### src/hdl/abkf_pkg.sv
// shared types, register indexes and the update microprogram of the angle and bias filter
`default_nettype none
package abkf_pkg;

  localparam int unsigned CfgIdxWidth = 3;
  localparam int unsigned CfgDataWidth = 32;
  localparam int unsigned PcWidth = 5;

  localparam logic [CfgIdxWidth-1:0] RegTimeStep   = 3'd0;
  localparam logic [CfgIdxWidth-1:0] RegAngleNoise = 3'd1;
  localparam logic [CfgIdxWidth-1:0] RegBiasNoise  = 3'd2;
  localparam logic [CfgIdxWidth-1:0] RegMeasNoise  = 3'd3;
  localparam logic [CfgIdxWidth-1:0] RegInitAngle  = 3'd4;
  localparam logic [CfgIdxWidth-1:0] RegInitBias   = 3'd5;

  typedef enum logic [1:0] {
    ST_IDLE,
    ST_RUN,
    ST_DONE
  } state_e;

  typedef enum logic [1:0] {
    OP_ADD,
    OP_SUB,
    OP_MUL,
    OP_DIV
  } op_e;

  typedef enum logic [4:0] {
    R_RATE, R_ANG, R_BIAS, R_P00, R_P01, R_P10, R_P11, R_T, R_DP, R_INN, R_S,
    R_K0, R_K1, R_DT, R_QA, R_QB, R_RN, R_MR, R_MA, R_ACC
  } opnd_e;

  typedef struct packed {
    op_e   op;
    opnd_e dst;
    opnd_e a;
    opnd_e b;
  } uop_t;

  localparam logic [PcWidth-1:0] LastPc = 5'd28;

  // predict, then correct; covariance is updated in place in an order that
  // keeps every prior entry alive until its last use; the angle variance
  // term is summed unsaturated in the wide accumulator and clamped once
  function automatic uop_t ucode(input logic [PcWidth-1:0] pc);
    uop_t u;
    unique case (pc)
      5'd0:  u = '{OP_SUB, R_RATE, R_MR,   R_BIAS};
      5'd1:  u = '{OP_MUL, R_T,    R_RATE, R_DT};
      5'd2:  u = '{OP_ADD, R_ANG,  R_ANG,  R_T};
      5'd3:  u = '{OP_MUL, R_DP,   R_DT,   R_P11};
      5'd4:  u = '{OP_SUB, R_T,    R_DP,   R_P01};
      5'd5:  u = '{OP_SUB, R_T,    R_ACC,  R_P10};
      5'd6:  u = '{OP_ADD, R_T,    R_ACC,  R_QA};
      5'd7:  u = '{OP_MUL, R_T,    R_DT,   R_T};
      5'd8:  u = '{OP_ADD, R_P00,  R_P00,  R_T};
      5'd9:  u = '{OP_SUB, R_P01,  R_P01,  R_DP};
      5'd10: u = '{OP_SUB, R_P10,  R_P10,  R_DP};
      5'd11: u = '{OP_MUL, R_T,    R_QB,   R_DT};
      5'd12: u = '{OP_ADD, R_P11,  R_P11,  R_T};
      5'd13: u = '{OP_SUB, R_INN,  R_MA,   R_ANG};
      5'd14: u = '{OP_ADD, R_S,    R_P00,  R_RN};
      5'd15: u = '{OP_DIV, R_K0,   R_P00,  R_S};
      5'd16: u = '{OP_DIV, R_K1,   R_P10,  R_S};
      5'd17: u = '{OP_MUL, R_T,    R_K0,   R_INN};
      5'd18: u = '{OP_ADD, R_ANG,  R_ANG,  R_T};
      5'd19: u = '{OP_MUL, R_T,    R_K1,   R_INN};
      5'd20: u = '{OP_ADD, R_BIAS, R_BIAS, R_T};
      5'd21: u = '{OP_MUL, R_T,    R_K1,   R_P00};
      5'd22: u = '{OP_SUB, R_P10,  R_P10,  R_T};
      5'd23: u = '{OP_MUL, R_T,    R_K0,   R_P00};
      5'd24: u = '{OP_SUB, R_P00,  R_P00,  R_T};
      5'd25: u = '{OP_MUL, R_T,    R_K1,   R_P01};
      5'd26: u = '{OP_SUB, R_P11,  R_P11,  R_T};
      5'd27: u = '{OP_MUL, R_T,    R_K0,   R_P01};
      5'd28: u = '{OP_SUB, R_P01,  R_P01,  R_T};
      default: u = '{OP_ADD, R_T,  R_T,    R_T};
    endcase
    return u;
  endfunction

endpackage
`default_nettype wire

### src/hdl/abkf_if.sv
// stream channels of the filter: sample in, estimates out
`default_nettype none
interface abkf_in_if;
  logic valid;
  logic ready;
  logic signed [31:0] measured_rate;
  logic signed [31:0] measured_angle;
  modport source (output valid, output measured_rate, output measured_angle, input ready);
  modport sink (input valid, input measured_rate, input measured_angle, output ready);
endinterface

interface abkf_out_if;
  logic valid;
  logic ready;
  logic signed [31:0] angle_estimate;
  logic signed [31:0] bias_estimate;
  logic signed [31:0] corrected_rate;
  modport source (output valid, output angle_estimate, output bias_estimate,
                  output corrected_rate, input ready);
  modport sink (input valid, input angle_estimate, input bias_estimate,
                input corrected_rate, output ready);
endinterface
`default_nettype wire

### src/hdl/angle_bias_kalman_filter.sv
// two-state angle and gyro bias kalman filter on one shared arithmetic unit
`default_nettype none
// Each gyro and angle sample runs one predict and one correct step of a
// two-state kalman filter and gives one beat of angle, bias and bias-corrected
// rate. A small sequencer walks a 29-step microprogram over one shared
// saturating add/subtract, one multiplier (half-width partial products) and
// a restoring divider (one quotient bit a cycle). The two gain divisions
// take the bulk of each run, and input ready is low while a sample is in
// progress. Configuration must be written only while idle; the block itself
// does not enforce this. Writing the initial angle or bias also loads the
// running estimate.
module angle_bias_kalman_filter #(
  parameter int unsigned VALUE_WIDTH = 32,
  parameter int unsigned FRAC_BITS = 16
) (
  input  wire logic clk_i,
  input  wire logic rst_ni,
  input  wire logic cfg_we_i,
  input  wire logic [abkf_pkg::CfgIdxWidth-1:0] cfg_idx_i,
  input  wire logic [abkf_pkg::CfgDataWidth-1:0] cfg_data_i,
  abkf_in_if.sink   in_i,
  abkf_out_if.source out_o
);

  localparam int unsigned W = VALUE_WIDTH;
  localparam int unsigned F = FRAC_BITS;
  localparam int unsigned HL = W / 2;
  localparam int unsigned HH = W - HL;
  localparam int unsigned NL = W + F;
  localparam int unsigned MW = (2 * W + 1 > NL) ? 2 * W + 1 : NL;
  localparam int unsigned CW = $clog2(NL + 2);
  localparam int unsigned SHL = (F >= 16) ? F - 16 : 0;
  localparam int unsigned SHR = (F >= 16) ? 0 : 16 - F;
  localparam logic signed [W-1:0] VMAX = {1'b0, {(W-1){1'b1}}};
  localparam logic signed [W-1:0] VMIN = {1'b1, {(W-1){1'b0}}};

  function automatic logic signed [W-1:0] sat_w(input logic signed [63:0] x);
    if (x > 64'(VMAX)) return VMAX;
    if (x < 64'(VMIN)) return VMIN;
    return W'(x);
  endfunction

  function automatic logic signed [31:0] sat_32(input logic signed [W-1:0] x);
    logic signed [63:0] e;
    e = 64'(x);
    if (e > 64'sh7fff_ffff) return 32'sh7fff_ffff;
    if (e < -64'sh8000_0000) return 32'sh8000_0000;
    return e[31:0];
  endfunction

  function automatic logic signed [W-1:0] sat_add(input logic signed [W+1:0] s);
    if (s > (W+2)'(VMAX)) return VMAX;
    if (s < (W+2)'(VMIN)) return VMIN;
    return W'(s);
  endfunction

  function automatic logic [W-1:0] mag(input logic signed [W-1:0] a);
    return a[W-1] ? W'(-a) : W'(a);
  endfunction

  function automatic logic signed [W-1:0] mag_sat(input logic [MW-1:0] r, input logic neg);
    logic [MW-1:0] lim;
    lim = MW'(VMAX);
    if (neg) begin
      if (r > lim) return VMIN;
      return -$signed(W'(r));
    end
    if (r >= lim) return VMAX;
    return $signed(W'(r));
  endfunction

  // configuration and state
  logic [15:0] dt_q;
  logic [30:0] qa_q, qb_q, rn_q;
  logic signed [W-1:0] ang_q, bias_q, p00_q, p01_q, p10_q, p11_q;
  logic signed [W-1:0] rate_q, t_q, dp_q, inn_q, s_q, k0_q, k1_q, mr_q, ma_q;
  logic signed [31:0] out_ang_q, out_bias_q, out_rate_q;
  logic out_valid_q;

  abkf_pkg::state_e st_q, st_d;
  logic [abkf_pkg::PcWidth-1:0] pc_q;
  logic [CW-1:0] cnt_q;
  logic [2*W-1:0] prod_q;
  logic [W-1:0] rem_q;
  logic [NL-1:0] num_q, quo_q;

  abkf_pkg::uop_t uop;
  logic signed [W-1:0] opa, opb, dt_w, res;
  logic step_done, in_hs, load_out;

  assign uop = abkf_pkg::ucode(pc_q);
  assign dt_w = sat_w((64'(dt_q) << SHL) >> SHR);
  assign in_hs = in_i.valid && in_i.ready;

  function automatic logic signed [W-1:0] pick(input abkf_pkg::opnd_e o,
      input logic signed [W-1:0] rate, ang, bias, p00, p01, p10, p11, t, dp,
      inn, s, k0, k1, dt, qa, qb, rn, mr, ma);
    logic signed [W-1:0] v;
    unique case (o)
      abkf_pkg::R_RATE: v = rate;
      abkf_pkg::R_ANG:  v = ang;
      abkf_pkg::R_BIAS: v = bias;
      abkf_pkg::R_P00:  v = p00;
      abkf_pkg::R_P01:  v = p01;
      abkf_pkg::R_P10:  v = p10;
      abkf_pkg::R_P11:  v = p11;
      abkf_pkg::R_T:    v = t;
      abkf_pkg::R_DP:   v = dp;
      abkf_pkg::R_INN:  v = inn;
      abkf_pkg::R_S:    v = s;
      abkf_pkg::R_K0:   v = k0;
      abkf_pkg::R_K1:   v = k1;
      abkf_pkg::R_DT:   v = dt;
      abkf_pkg::R_QA:   v = qa;
      abkf_pkg::R_QB:   v = qb;
      abkf_pkg::R_RN:   v = rn;
      abkf_pkg::R_MR:   v = mr;
      abkf_pkg::R_MA:   v = ma;
      default:          v = '0;
    endcase
    return v;
  endfunction

  logic signed [W-1:0] qa_w, qb_w, rn_w;
  assign qa_w = sat_w(64'(qa_q));
  assign qb_w = sat_w(64'(qb_q));
  assign rn_w = sat_w(64'(rn_q));

  assign opa = pick(uop.a, rate_q, ang_q, bias_q, p00_q, p01_q, p10_q, p11_q, t_q, dp_q,
                    inn_q, s_q, k0_q, k1_q, dt_w, qa_w, qb_w, rn_w, mr_q, ma_q);
  assign opb = pick(uop.b, rate_q, ang_q, bias_q, p00_q, p01_q, p10_q, p11_q, t_q, dp_q,
                    inn_q, s_q, k0_q, k1_q, dt_w, qa_w, qb_w, rn_w, mr_q, ma_q);

  // adder: unsaturated wide sum, the accumulator carries it between steps
  logic signed [W+1:0] acc_q, acc_a, acc_s;
  assign acc_a = (uop.a == abkf_pkg::R_ACC) ? acc_q : (W+2)'(opa);
  assign acc_s = (uop.op == abkf_pkg::OP_SUB) ? acc_a - (W+2)'(opb)
                                               : acc_a + (W+2)'(opb);

  // shared multiplier: magnitude times one half of the other magnitude
  logic [W-1:0] xm, ym;
  logic [HH-1:0] mul_b;
  logic [W+HH-1:0] mul_p;
  logic [MW-1:0] mul_r;
  logic [2*W:0] rnd;
  logic div_pos;
  logic [W:0] rem_n;
  logic rem_ge;

  assign xm = mag(opa);
  assign ym = mag(opb);
  assign mul_b = (cnt_q == '0) ? HH'(ym[HL-1:0]) : ym[W-1:HL];
  assign mul_p = (W+HH)'(xm) * (W+HH)'(mul_b);
  assign rnd = {1'b0, prod_q} + ((2*W+1)'(1) << (F - 1));
  assign mul_r = MW'(rnd >> F);
  assign div_pos = !opb[W-1] && (opb != '0);
  assign rem_n = {rem_q, num_q[NL-1]};
  assign rem_ge = rem_n >= {1'b0, opb};

  always_comb begin
    step_done = 1'b0;
    res = '0;
    unique case (uop.op)
      abkf_pkg::OP_ADD: begin
        step_done = 1'b1;
        res = sat_add(acc_s);
      end
      abkf_pkg::OP_SUB: begin
        step_done = 1'b1;
        res = sat_add(acc_s);
      end
      abkf_pkg::OP_MUL: begin
        step_done = (cnt_q == CW'(2));
        res = mag_sat(mul_r, opa[W-1] != opb[W-1]);
      end
      abkf_pkg::OP_DIV: begin
        // a gain over a nonpositive variance is zero
        step_done = !div_pos || (cnt_q == CW'(NL + 1));
        res = div_pos ? mag_sat(MW'(quo_q), opa[W-1]) : '0;
      end
      default: ;
    endcase
  end

  // sequencer next state
  always_comb begin
    st_d = st_q;
    unique case (st_q)
      abkf_pkg::ST_IDLE: if (in_hs) st_d = abkf_pkg::ST_RUN;
      abkf_pkg::ST_RUN:  if (step_done && pc_q == abkf_pkg::LastPc) st_d = abkf_pkg::ST_DONE;
      abkf_pkg::ST_DONE: if (!out_valid_q || out_o.ready) st_d = abkf_pkg::ST_IDLE;
      default:           st_d = abkf_pkg::ST_IDLE;
    endcase
  end

  // sequencer outputs
  always_comb begin
    in_i.ready = 1'b0;
    load_out = 1'b0;
    unique case (st_q)
      abkf_pkg::ST_IDLE: in_i.ready = 1'b1;
      abkf_pkg::ST_RUN:  ;
      abkf_pkg::ST_DONE: load_out = !out_valid_q || out_o.ready;
      default:           ;
    endcase
  end

  always_ff @(posedge clk_i or negedge rst_ni) begin
    if (!rst_ni) begin
      st_q <= abkf_pkg::ST_IDLE;
      pc_q <= '0;
      cnt_q <= '0;
      out_valid_q <= 1'b0;
    end else begin
      st_q <= st_d;
      if (st_q == abkf_pkg::ST_RUN) begin
        if (step_done) begin
          cnt_q <= '0;
          pc_q <= (pc_q == abkf_pkg::LastPc) ? '0 : pc_q + 1'b1;
        end else begin
          cnt_q <= cnt_q + 1'b1;
        end
      end
      if (load_out) out_valid_q <= 1'b1;
      else if (out_o.ready) out_valid_q <= 1'b0;
    end
  end

  // configuration, filter state and covariance
  always_ff @(posedge clk_i or negedge rst_ni) begin
    if (!rst_ni) begin
      dt_q <= 16'd655;
      qa_q <= 31'd66;
      qb_q <= 31'd197;
      rn_q <= 31'd1966;
      ang_q <= '0;
      bias_q <= '0;
      p00_q <= '0;
      p01_q <= '0;
      p10_q <= '0;
      p11_q <= '0;
    end else begin
      if (cfg_we_i) begin
        unique case (cfg_idx_i)
          abkf_pkg::RegTimeStep:   dt_q <= cfg_data_i[15:0];
          abkf_pkg::RegAngleNoise: qa_q <= cfg_data_i[30:0];
          abkf_pkg::RegBiasNoise:  qb_q <= cfg_data_i[30:0];
          abkf_pkg::RegMeasNoise:  rn_q <= cfg_data_i[30:0];
          abkf_pkg::RegInitAngle:  ang_q <= sat_w(64'($signed(cfg_data_i)));
          abkf_pkg::RegInitBias:   bias_q <= sat_w(64'($signed(cfg_data_i)));
          default: ;
        endcase
      end
      if (st_q == abkf_pkg::ST_RUN && step_done) begin
        unique case (uop.dst)
          abkf_pkg::R_ANG:  ang_q <= res;
          abkf_pkg::R_BIAS: bias_q <= res;
          abkf_pkg::R_P00:  p00_q <= res;
          abkf_pkg::R_P01:  p01_q <= res;
          abkf_pkg::R_P10:  p10_q <= res;
          abkf_pkg::R_P11:  p11_q <= res;
          default: ;
        endcase
      end
    end
  end

  // scratch registers, arithmetic unit state and output beat
  always_ff @(posedge clk_i) begin
    if (in_hs) begin
      mr_q <= sat_w(64'(in_i.measured_rate));
      ma_q <= sat_w(64'(in_i.measured_angle));
    end
    if (st_q == abkf_pkg::ST_RUN) begin
      if (step_done) begin
        unique case (uop.dst)
          abkf_pkg::R_RATE: rate_q <= res;
          abkf_pkg::R_T:    t_q <= res;
          abkf_pkg::R_DP:   dp_q <= res;
          abkf_pkg::R_INN:  inn_q <= res;
          abkf_pkg::R_S:    s_q <= res;
          abkf_pkg::R_K0:   k0_q <= res;
          abkf_pkg::R_K1:   k1_q <= res;
          default: ;
        endcase
        if (uop.op == abkf_pkg::OP_ADD || uop.op == abkf_pkg::OP_SUB) acc_q <= acc_s;
      end
      if (uop.op == abkf_pkg::OP_MUL) begin
        if (cnt_q == '0) prod_q <= (2*W)'(mul_p);
        else if (cnt_q == CW'(1)) prod_q <= prod_q + ((2*W)'(mul_p) << HL);
      end
      if (uop.op == abkf_pkg::OP_DIV) begin
        if (cnt_q == '0) begin
          rem_q <= '0;
          quo_q <= '0;
          num_q <= NL'(mag(opa)) << F;
        end else if (cnt_q <= CW'(NL)) begin
          rem_q <= rem_ge ? W'(rem_n - {1'b0, opb}) : W'(rem_n);
          quo_q <= {quo_q[NL-2:0], rem_ge};
          num_q <= num_q << 1;
        end
      end
    end
    if (load_out) begin
      out_ang_q <= sat_32(ang_q);
      out_bias_q <= sat_32(bias_q);
      out_rate_q <= sat_32(rate_q);
    end
  end

  assign out_o.valid = out_valid_q;
  assign out_o.angle_estimate = out_ang_q;
  assign out_o.bias_estimate = out_bias_q;
  assign out_o.corrected_rate = out_rate_q;

  a_accept_starts_run: assert property (@(posedge clk_i) disable iff (!rst_ni)
    in_hs |=> (st_q == abkf_pkg::ST_RUN) && (pc_q == '0))
    else $error("accepted sample did not start the microprogram");

  a_busy_not_ready: assert property (@(posedge clk_i) disable iff (!rst_ni)
    (st_q != abkf_pkg::ST_IDLE) |-> !in_i.ready)
    else $error("input ready while a sample is in progress");

  a_idle_pc_home: assert property (@(posedge clk_i) disable iff (!rst_ni)
    (st_q == abkf_pkg::ST_IDLE) |-> (pc_q == '0) && (cnt_q == '0))
    else $error("sequencer not at program start while idle");

  a_load_sets_valid: assert property (@(posedge clk_i) disable iff (!rst_ni)
    load_out |=> out_valid_q && (st_q == abkf_pkg::ST_IDLE))
    else $error("output beat not presented after the final step");

endmodule
`default_nettype wire
### src/flat_wrapper.sv
// flat-port wrapper written by rule: the top's interface ports become plain ports
module angle_bias_kalman_filter_flat 
#(
  parameter int unsigned VALUE_WIDTH = 32,
  parameter int unsigned FRAC_BITS = 16
)
  (clk_i, rst_ni, cfg_we_i, cfg_idx_i, cfg_data_i, in_i_valid, in_i_measured_rate, in_i_measured_angle, in_i_ready, out_o_valid, out_o_angle_estimate, out_o_bias_estimate, out_o_corrected_rate, out_o_ready);
  abkf_in_if in_i_i ();
  abkf_out_if out_o_i ();
  input  wire logic clk_i;
  input  wire logic rst_ni;
  input  wire logic cfg_we_i;
  input  wire logic [abkf_pkg::CfgIdxWidth-1:0] cfg_idx_i;
  input  wire logic [abkf_pkg::CfgDataWidth-1:0] cfg_data_i;
  input wire logic [$bits(in_i_i.valid)-1:0] in_i_valid;
  input wire logic [$bits(in_i_i.measured_rate)-1:0] in_i_measured_rate;
  input wire logic [$bits(in_i_i.measured_angle)-1:0] in_i_measured_angle;
  output wire logic [$bits(in_i_i.ready)-1:0] in_i_ready;
  output wire logic [$bits(out_o_i.valid)-1:0] out_o_valid;
  output wire logic [$bits(out_o_i.angle_estimate)-1:0] out_o_angle_estimate;
  output wire logic [$bits(out_o_i.bias_estimate)-1:0] out_o_bias_estimate;
  output wire logic [$bits(out_o_i.corrected_rate)-1:0] out_o_corrected_rate;
  input wire logic [$bits(out_o_i.ready)-1:0] out_o_ready;
  assign in_i_i.valid = in_i_valid;
  assign in_i_i.measured_rate = in_i_measured_rate;
  assign in_i_i.measured_angle = in_i_measured_angle;
  assign in_i_ready = in_i_i.ready;
  assign out_o_valid = out_o_i.valid;
  assign out_o_angle_estimate = out_o_i.angle_estimate;
  assign out_o_bias_estimate = out_o_i.bias_estimate;
  assign out_o_corrected_rate = out_o_i.corrected_rate;
  assign out_o_i.ready = out_o_ready;
  angle_bias_kalman_filter #(.VALUE_WIDTH(VALUE_WIDTH), .FRAC_BITS(FRAC_BITS)) u_core (.clk_i(clk_i), .rst_ni(rst_ni), .cfg_we_i(cfg_we_i), .cfg_idx_i(cfg_idx_i), .cfg_data_i(cfg_data_i), .in_i(in_i_i), .out_o(out_o_i));
endmodule
### config.mk
export PLATFORM = sky130hd
export DESIGN_NAME = angle_bias_kalman_filter_flat
export DESIGN_NICKNAME = d
export VERILOG_FILES = /design/src/hdl/abkf_pkg.sv /design/src/hdl/abkf_if.sv /design/src/hdl/angle_bias_kalman_filter.sv /design/src/flat_wrapper.sv
export SDC_FILE = /design/constraint.sdc
export NUM_CORES = 2
export LEC_CHECK = 0
export BUFFER_PORTS_ARGS = -buffer_cell sky130_fd_sc_hd__buf_2
export CORE_ASPECT_RATIO = 1.2
export CORE_MARGIN = 2
export CORE_UTILIZATION = 30
export CTS_CLUSTER_DIAMETER = 60
export DETAILED_ROUTE_END_ITERATION = 10
export SLEW_MARGIN = 40
export SYNTH_ARGS = -nofsm -noshare
export SYNTH_HDL_FRONTEND = slang
export SYNTH_SLANG_ARGS = --single-unit
### constraint.sdc
create_clock -name clk_i -period 12.8 [get_ports clk_i]
set_clock_uncertainty 0.2 [all_clocks]
set_input_delay 1.28 -clock clk_i [delete_from_list [all_inputs] [get_ports clk_i]]
set_output_delay 1.28 -clock clk_i [all_outputs]
set_load 0.05 [all_outputs]
### Yosys cells after proc, flatten, opt, wreduce, memory -nomap -nowiden

Memory sizes are Yosys's and may differ from the RTL's.
Cells that the tools add are included.

| storage, ports and cells | value |
|---|---|
| memory bits (read-only) | 512 |
| output and inout bits | 98 |
| memories | 1 |
| flip-flop bits (word level) | 924 |
| logic and storage cells | 324 |
| input bits | 104 |

| cells by class | value |
|---|---|
| multiply operators | 1 |
| mux-type cells | 147 |
| equal/unequal tests | 67 |
| $lt $le $gt $ge | 22 |
| add/subtract/negate cells | 11 |
| reduce and logical (&&, ||, !) cells | 42 |

Memories:

| name | depth | width | read ports | clocked after memory_dff | write ports | line | RTL |
|---|---|---|---|---|---|---|---|
| (no name shown) | 32 | 16 | 1 | 0 | 0 | abkf_pkg.sv:48 | `unique case (pc)` |

Operators with widths:

| cell | count |
|---|---|
| $mux W32 | 61 |
| $pmux W32 S19 | 2 |
| $gt A32 B32 Y1 const B | 6 |
| $lt A32 B32 Y1 const B | 6 |
| $mux W48 | 4 |
| $neg A32 Y32 | 4 |
| $pmux W32 S4 | 1 |
| $eq A5 B4 Y1 const B | 21 |
| $mux W1 | 68 |
| $mux W34 | 2 |
| $add A64 B16 Y65 const B | 1 |
| $add A64 B64 Y64 | 1 |
| $mux W64 | 1 |
| $eq A5 B3 Y1 const B | 12 |
| $ge A49 B31 Y1 const B | 1 |
| $gt A49 B31 Y1 const B | 1 |
| $ge A48 B31 Y1 const B | 1 |
| $gt A48 B31 Y1 const B | 1 |
| $mul A32 B16 Y48 | 1 |
| $eq A5 B5 Y1 const B | 8 |
| $add A34 B32 Y34 | 1 |
| $gt A34 B32 Y1 const B | 1 |
| $lt A34 B32 Y1 const B | 1 |
| $sub A34 B32 Y34 | 1 |
| 37 further kinds | 83 |

### Longest topological paths before layout

| depth | value |
|---|---|
| word-level depth | 19 |
| mapped depth | 63 |
| gate-level depth less buffers | 54 |

### Worst setup path after synthesis

Ideal clock, no wire load.

| path | value |
|---|---|
| path kind | register -> register |
| from | reg u_core.pc_q[0] (netlist bit) |
| to | reg u_core.prod_q[61] (data pin) |
| stages on the path, launching flop included | 63 |
| path slack | -1.027 ns |
| setup time | 0.266 ns |
| clock period less this slack | 13.827 ns |
| required time | 12.334 ns |
| arrival | 13.361 ns |
| buffers on the path | 11 |
| path through | dfrtp_1 > clkbuf_1 > inv_1 > ha_1 > buf_2 > clkbuf_1 > a31oi_1 > or3_1 > buf_2 > buf_6 > buf_2 > buf_2 > buf_1 > nand4_1 > a21oi_1 > a221oi_1 > and3_1 > clkbuf_1 > [27 not listed] > a21o_1 > a21oi_1 > o21bai_1 > a21oi_1 > xnor2_1 > ha_1 > nand3_1 > or3_1 > o21ba_2 > a31oi_1 > a211oi_1 > o21ai_0 > a21oi_1 > or3_1 > o21ai_0 > a21o_1 > xnor2_1 > nor2_1 |

| on the way | value |
|---|---|
| longest elaborated chain between the ends | 9 |
| elaborated cells on any way between the ends | 49 |
| classes of those cells | 3 x add/sub; 1 x mul; 36 x eq/ne; 6 x mux; 2 x reduce/logical; 1 x memory |

Ends and longest elaborated chain:

| element | line | RTL |
|---|---|---|
| from (decl) | angle_bias_kalman_filter.sv:81 | `logic [abkf_pkg::PcWidth-1:0] pc_q;` |
| from (signal assigned) | angle_bias_kalman_filter.sv:219 | `pc_q <= (pc_q == abkf_pkg::LastPc) ? '0 : pc_q + 1'b1;` |
| $mem_v2 Z32 W16 (*) | n/a |  |
| $eq A5 B5 Y1 (tied with other cells) | angle_bias_kalman_filter.sv:99 | `unique case (o)` |
| $pmux W32 S19 | angle_bias_kalman_filter.sv:99 |  |
| $neg A32 Y32 | angle_bias_kalman_filter.sv:58 | `return a[W-1] ? W'(-a) : W'(a);` |
| $mux W32 | angle_bias_kalman_filter.sv:58 |  |
| $mux W16 | angle_bias_kalman_filter.sv:152 | `assign mul_b = (cnt_q == '0) ? HH'(ym[HL-1:0]) : ym[W-1:HL];` |
| $mul A32 B16 Y48 (*) | angle_bias_kalman_filter.sv:153 | `assign mul_p = (W+HH)'(xm) * (W+HH)'(mul_b);` |
| $add A64 B64 Y64 (*) | angle_bias_kalman_filter.sv:290 | `else if (cnt_q == CW'(1)) prod_q <= prod_q + ((2*W)'(mul_p) << HL);` |
| $mux W64 (*) | angle_bias_kalman_filter.sv:290 |  |
| to (signal assigned) | angle_bias_kalman_filter.sv:289 | `if (cnt_q == '0) prod_q <= (2*W)'(mul_p);` |
| to (signal assigned) | angle_bias_kalman_filter.sv:290 |  |
| to (decl) | angle_bias_kalman_filter.sv:83 | `logic [2*W-1:0] prod_q;` |

Every way passes the cells marked *; elsewhere a longest branch is shown, timed or not. The select of a mux whose other input is x is not followed.
A chain may end at the register's enable or synchronous reset.

### Worst setup path in the final report

| path | value |
|---|---|
| from | reg u_core.pc_q[1] (netlist bit) |
| to | reg u_core.prod_q[63] (data pin) |

Same word-level chain as after synthesis.

==> flow_summary.ini <==
[clock_tree]
clkSinkCount = 894
cts_tree = done
cts_buffer_depth = 3
hold_buffers = 0
cts_made_buffers = 121
htree_levels = 3
clkTransAtPathRegs_ps = 70
clkLatencyLatePin_ps = 860
cts_root_buffer = clkbuf_16

[hold_path]
holdPathEnd = u_core.st_q[0]
hp-start = u_core.st_q[1]
worstHoldPathCells = 1
min_path_type = reg -> reg

[final_layout]
layout_commonest_cell = buf_4
fillers = 23560
ff_latch_area_um2 = 25300
fin_util = 0.3940
post_route_cells_drive_above_1_share = 0.2913
multi_input_area_um2 = 44620
nNetsFinal = 9618
area_growth_pct = 30.98
layout_common_cells = buf_4 (1,208), nand2_1 (913), edfxtp_1 (579), inv_1 (560), nor2_1 (455)

[route]
drc = 0
routed_wl_um = 370000
vias = 69170
drtIter0Drc = 8099
wl_per_cell_um = 30.48
viasPerCell = 5.698
first_pass_iters = 9
detail-route-antenna-nets = 0

[floorplan]
dieWidth_um = 451.2
core_um2 = 239300
rows = 197
initial_core_util = 0.3008
dieHeight_um = 540.7
dieArea_um2 = 243900
pin_count = 202

[sta]
clock.fmax_ghz = 0.07741
hold_viol = 0
slew_headroom = 0.3745
finalCritPeriodShare = 1.009
slew_viol_final = 0
setup_viol = 5
fin_crit_ps = 12920
worst_pin_slew_ps = 937.2
fin_ws_ps = -117.5
rsz0062_at_grt = yes

[worst_setup_path]
path_max_fanout = 8
end_kind = flop
rrSetupSlack_ps = -120
cpPeakStageDelay_ps = 540
r2r-end = u_core.prod_q[63]
reg2regPathDepth = 58
critical_path_class = reg -> reg
reg2reg_from = u_core.pc_q[1]
arrival_ps = 13210
crit_slowest_cell = o21ai_4
crit_path_start_kind = flop
required_ps = 13090

[placement]
gp_congestion = 1.070
post-dp-hpwl_um = 285600
port_buffers = 201

[yosys]
netlist_instances = 7675
synth_edf_count = 579
seq_area_frac_synth = 0.3513
synthFlopType = edfxtp_1
synth_top_area_cell = edfxtp_1
async_flop_share = 0.3523
syn_nets = 8453
yosysTopAreaCellShare = 0.2415
syn_area_um2 = 72000
synth.avg_cell_area_um2 = 9.381
yosys_warnings = 0
yosys-top-cells-area = edfxtp_1 (24%), fa_1 (12%), dfrtp_1 (10%)
yosys_register_bits = 894
ys_types = 113

[outcome]
violations = setup timing
status = complete, but fails checks

[global_routing]
use_met3 = 0.06655
grt_pass1_wl_um = 517300
grt_max_degree = 138
antenna_found_initial = 27
grt_pass1_vias = 68160
grt_usage = 0.2947
grt_util_met1 = 0.3706
grt_util_met2 = 0.4598
grt_overflow = 0
top_usage_layer = met2

[run]
maxCapViolCount = 0
==> cell families (layout without fill, tap and decap cells) <==
family | count (synthesis) | in the layout | share of synthesized area
adders and majority gates | 674 | 674 | 0.1610
DFF | 894 | 894 | 0.3513
xor gates and xnor gates | 241 | 241 | 0.03003
buffers and inverters | 1186 | 2456 | 0.06666
and+or+nand+nor | 2555 | 2556 | 0.1725
other | 0 | 9 | 0
muxes | 347 | 347 | 0.05239
AOI/OAI and AO/OA | 1778 | 1779 | 0.1660
==> worst max path at each step <==
stage	start	endpoint	slack (ps)	cells after the start
detailed placement	u_core.pc_q[1]	u_core.prod_q[62]	-1420	56
global route	u_core.pc_q[1]	u_core.prod_q[63]	-560	57
finish	u_core.pc_q[1]	u_core.prod_q[63]	-120	58
CTS	u_core.pc_q[1]	u_core.prod_q[61]	-190	56
global placement	u_core.pc_q[0]	u_core.prod_q[63]	-2180	57
floorplan	u_core.pc_q[0]	u_core.prod_q[61]	0.8	62
==> metal layers <==
metal  vias to the layer above  share of wire
met5                         -        0.00035
met4                        20          0.076
met3                      1125          0.088
met2                      3751           0.45
met1                     34770           0.39
li1                      29510              -
==> flip-flops by register name (all words and copies together), names as in the netlist, 32 cells and up <==
| name | count |
|---|---|
| u_core.p11_q | 32 |
| u_core.mr_q | 32 |
| u_core.p01_q | 32 |
| u_core.t_q | 32 |
| u_core.ang_q | 32 |
| u_core.p10_q | 32 |
| u_core.acc_q | 34 |
| u_core.prod_q | 49 |
| u_core.out_o.corrected_rate | 32 |
| u_core.rem_q | 32 |
| u_core.p00_q | 32 |
| u_core.inn_q | 32 |
| u_core.bias_q | 32 |
| u_core.ma_q | 32 |
| u_core.out_o.angle_estimate | 32 |
| u_core.k0_q | 32 |
| u_core.dp_q | 32 |
| u_core.s_q | 32 |
| u_core.num_q | 32 |
| u_core.k1_q | 32 |
| u_core.rate_q | 32 |
| u_core.out_o.bias_estimate | 32 |
| u_core.quo_q | 48 |
==> cells in the mapped netlist, types with 21 or more instances <==
cell type,count
a211oi_1,76
a211oi_2,27
a21o_1,101
a21oi_1,476
a221oi_1,43
a22o_1,40
a22oi_1,152
a31oi_1,59
a32o_1,21
a32oi_1,40
and2_1,211
and3_1,87
and4_1,27
buf_1,23
buf_2,89
buf_4,25
clkbuf_1,444
dfrtp_1,295
edfxtp_1,579
fa_1,421
ha_1,253
inv_1,584
mux2_2,213
mux2i_1,126
nand2_1,929
nand2b_1,71
nand3_1,223
nand4_1,82
nor2_1,488
nor2b_1,103
nor3_1,134
nor4_1,48
o211ai_1,30
o21a_1,37
o21ai_0,294
o21ai_1,56
o21bai_1,29
o22ai_1,46
o31ai_1,35
or3_1,36
xnor2_1,153
xor2_1,82
==> metrics by stage <==
step                      TNS, ps  std cells  hold slack (ps)  area (um2)  setup WS (ps)
after floorplan                 0       7675            259.5       72110         0.7887
after global placement     -43150      11710            278.9       85340          -2179
after detailed placement   -20570      11720            283.6       85680          -1422
after CTS                  -617.2      12050            251.1       92220         -188.0
after global routing        -4076      12130            285.1       94290         -564.4
final                      -363.7      12140            212.8       94310         -117.5
==> cell type report <==
type                    instances  area share
well taps                    3184     0.04224
flip-flops and latches        894      0.2682
inverters                     586     0.02338
clock buffers                 157     0.03630
repair buffers               1640      0.1466
clock inverters                73    0.009845
multi-input cells            5597      0.4731
diodes                          9   0.0002388
==> critical path, delay by kind of cell, from the launching register on <==
family / cells / cell delay (ps)
AOI/OAI and AO/OA: 19 / 3970
adders and majority gates: 9 / 3800
and+or+nand+nor: 12 / 1990
buffers and inverters: 15 / 1670
xor gates and xnor gates: 3 / 590
DFF: 1 / 380
==> what timing repair did <==
action	in CTS	in global routing
buffers inserted	96	81
pin swaps	150	181
endpoints found under the hold margin	0	0
gates resized for setup	305	291
gates cloned	2	3
endpoints found under the setup margin	27	24
Power is left out: the tool's default activity adds up to more than one toggle a clock period on the data nets, which glitch-free logic cannot reach.
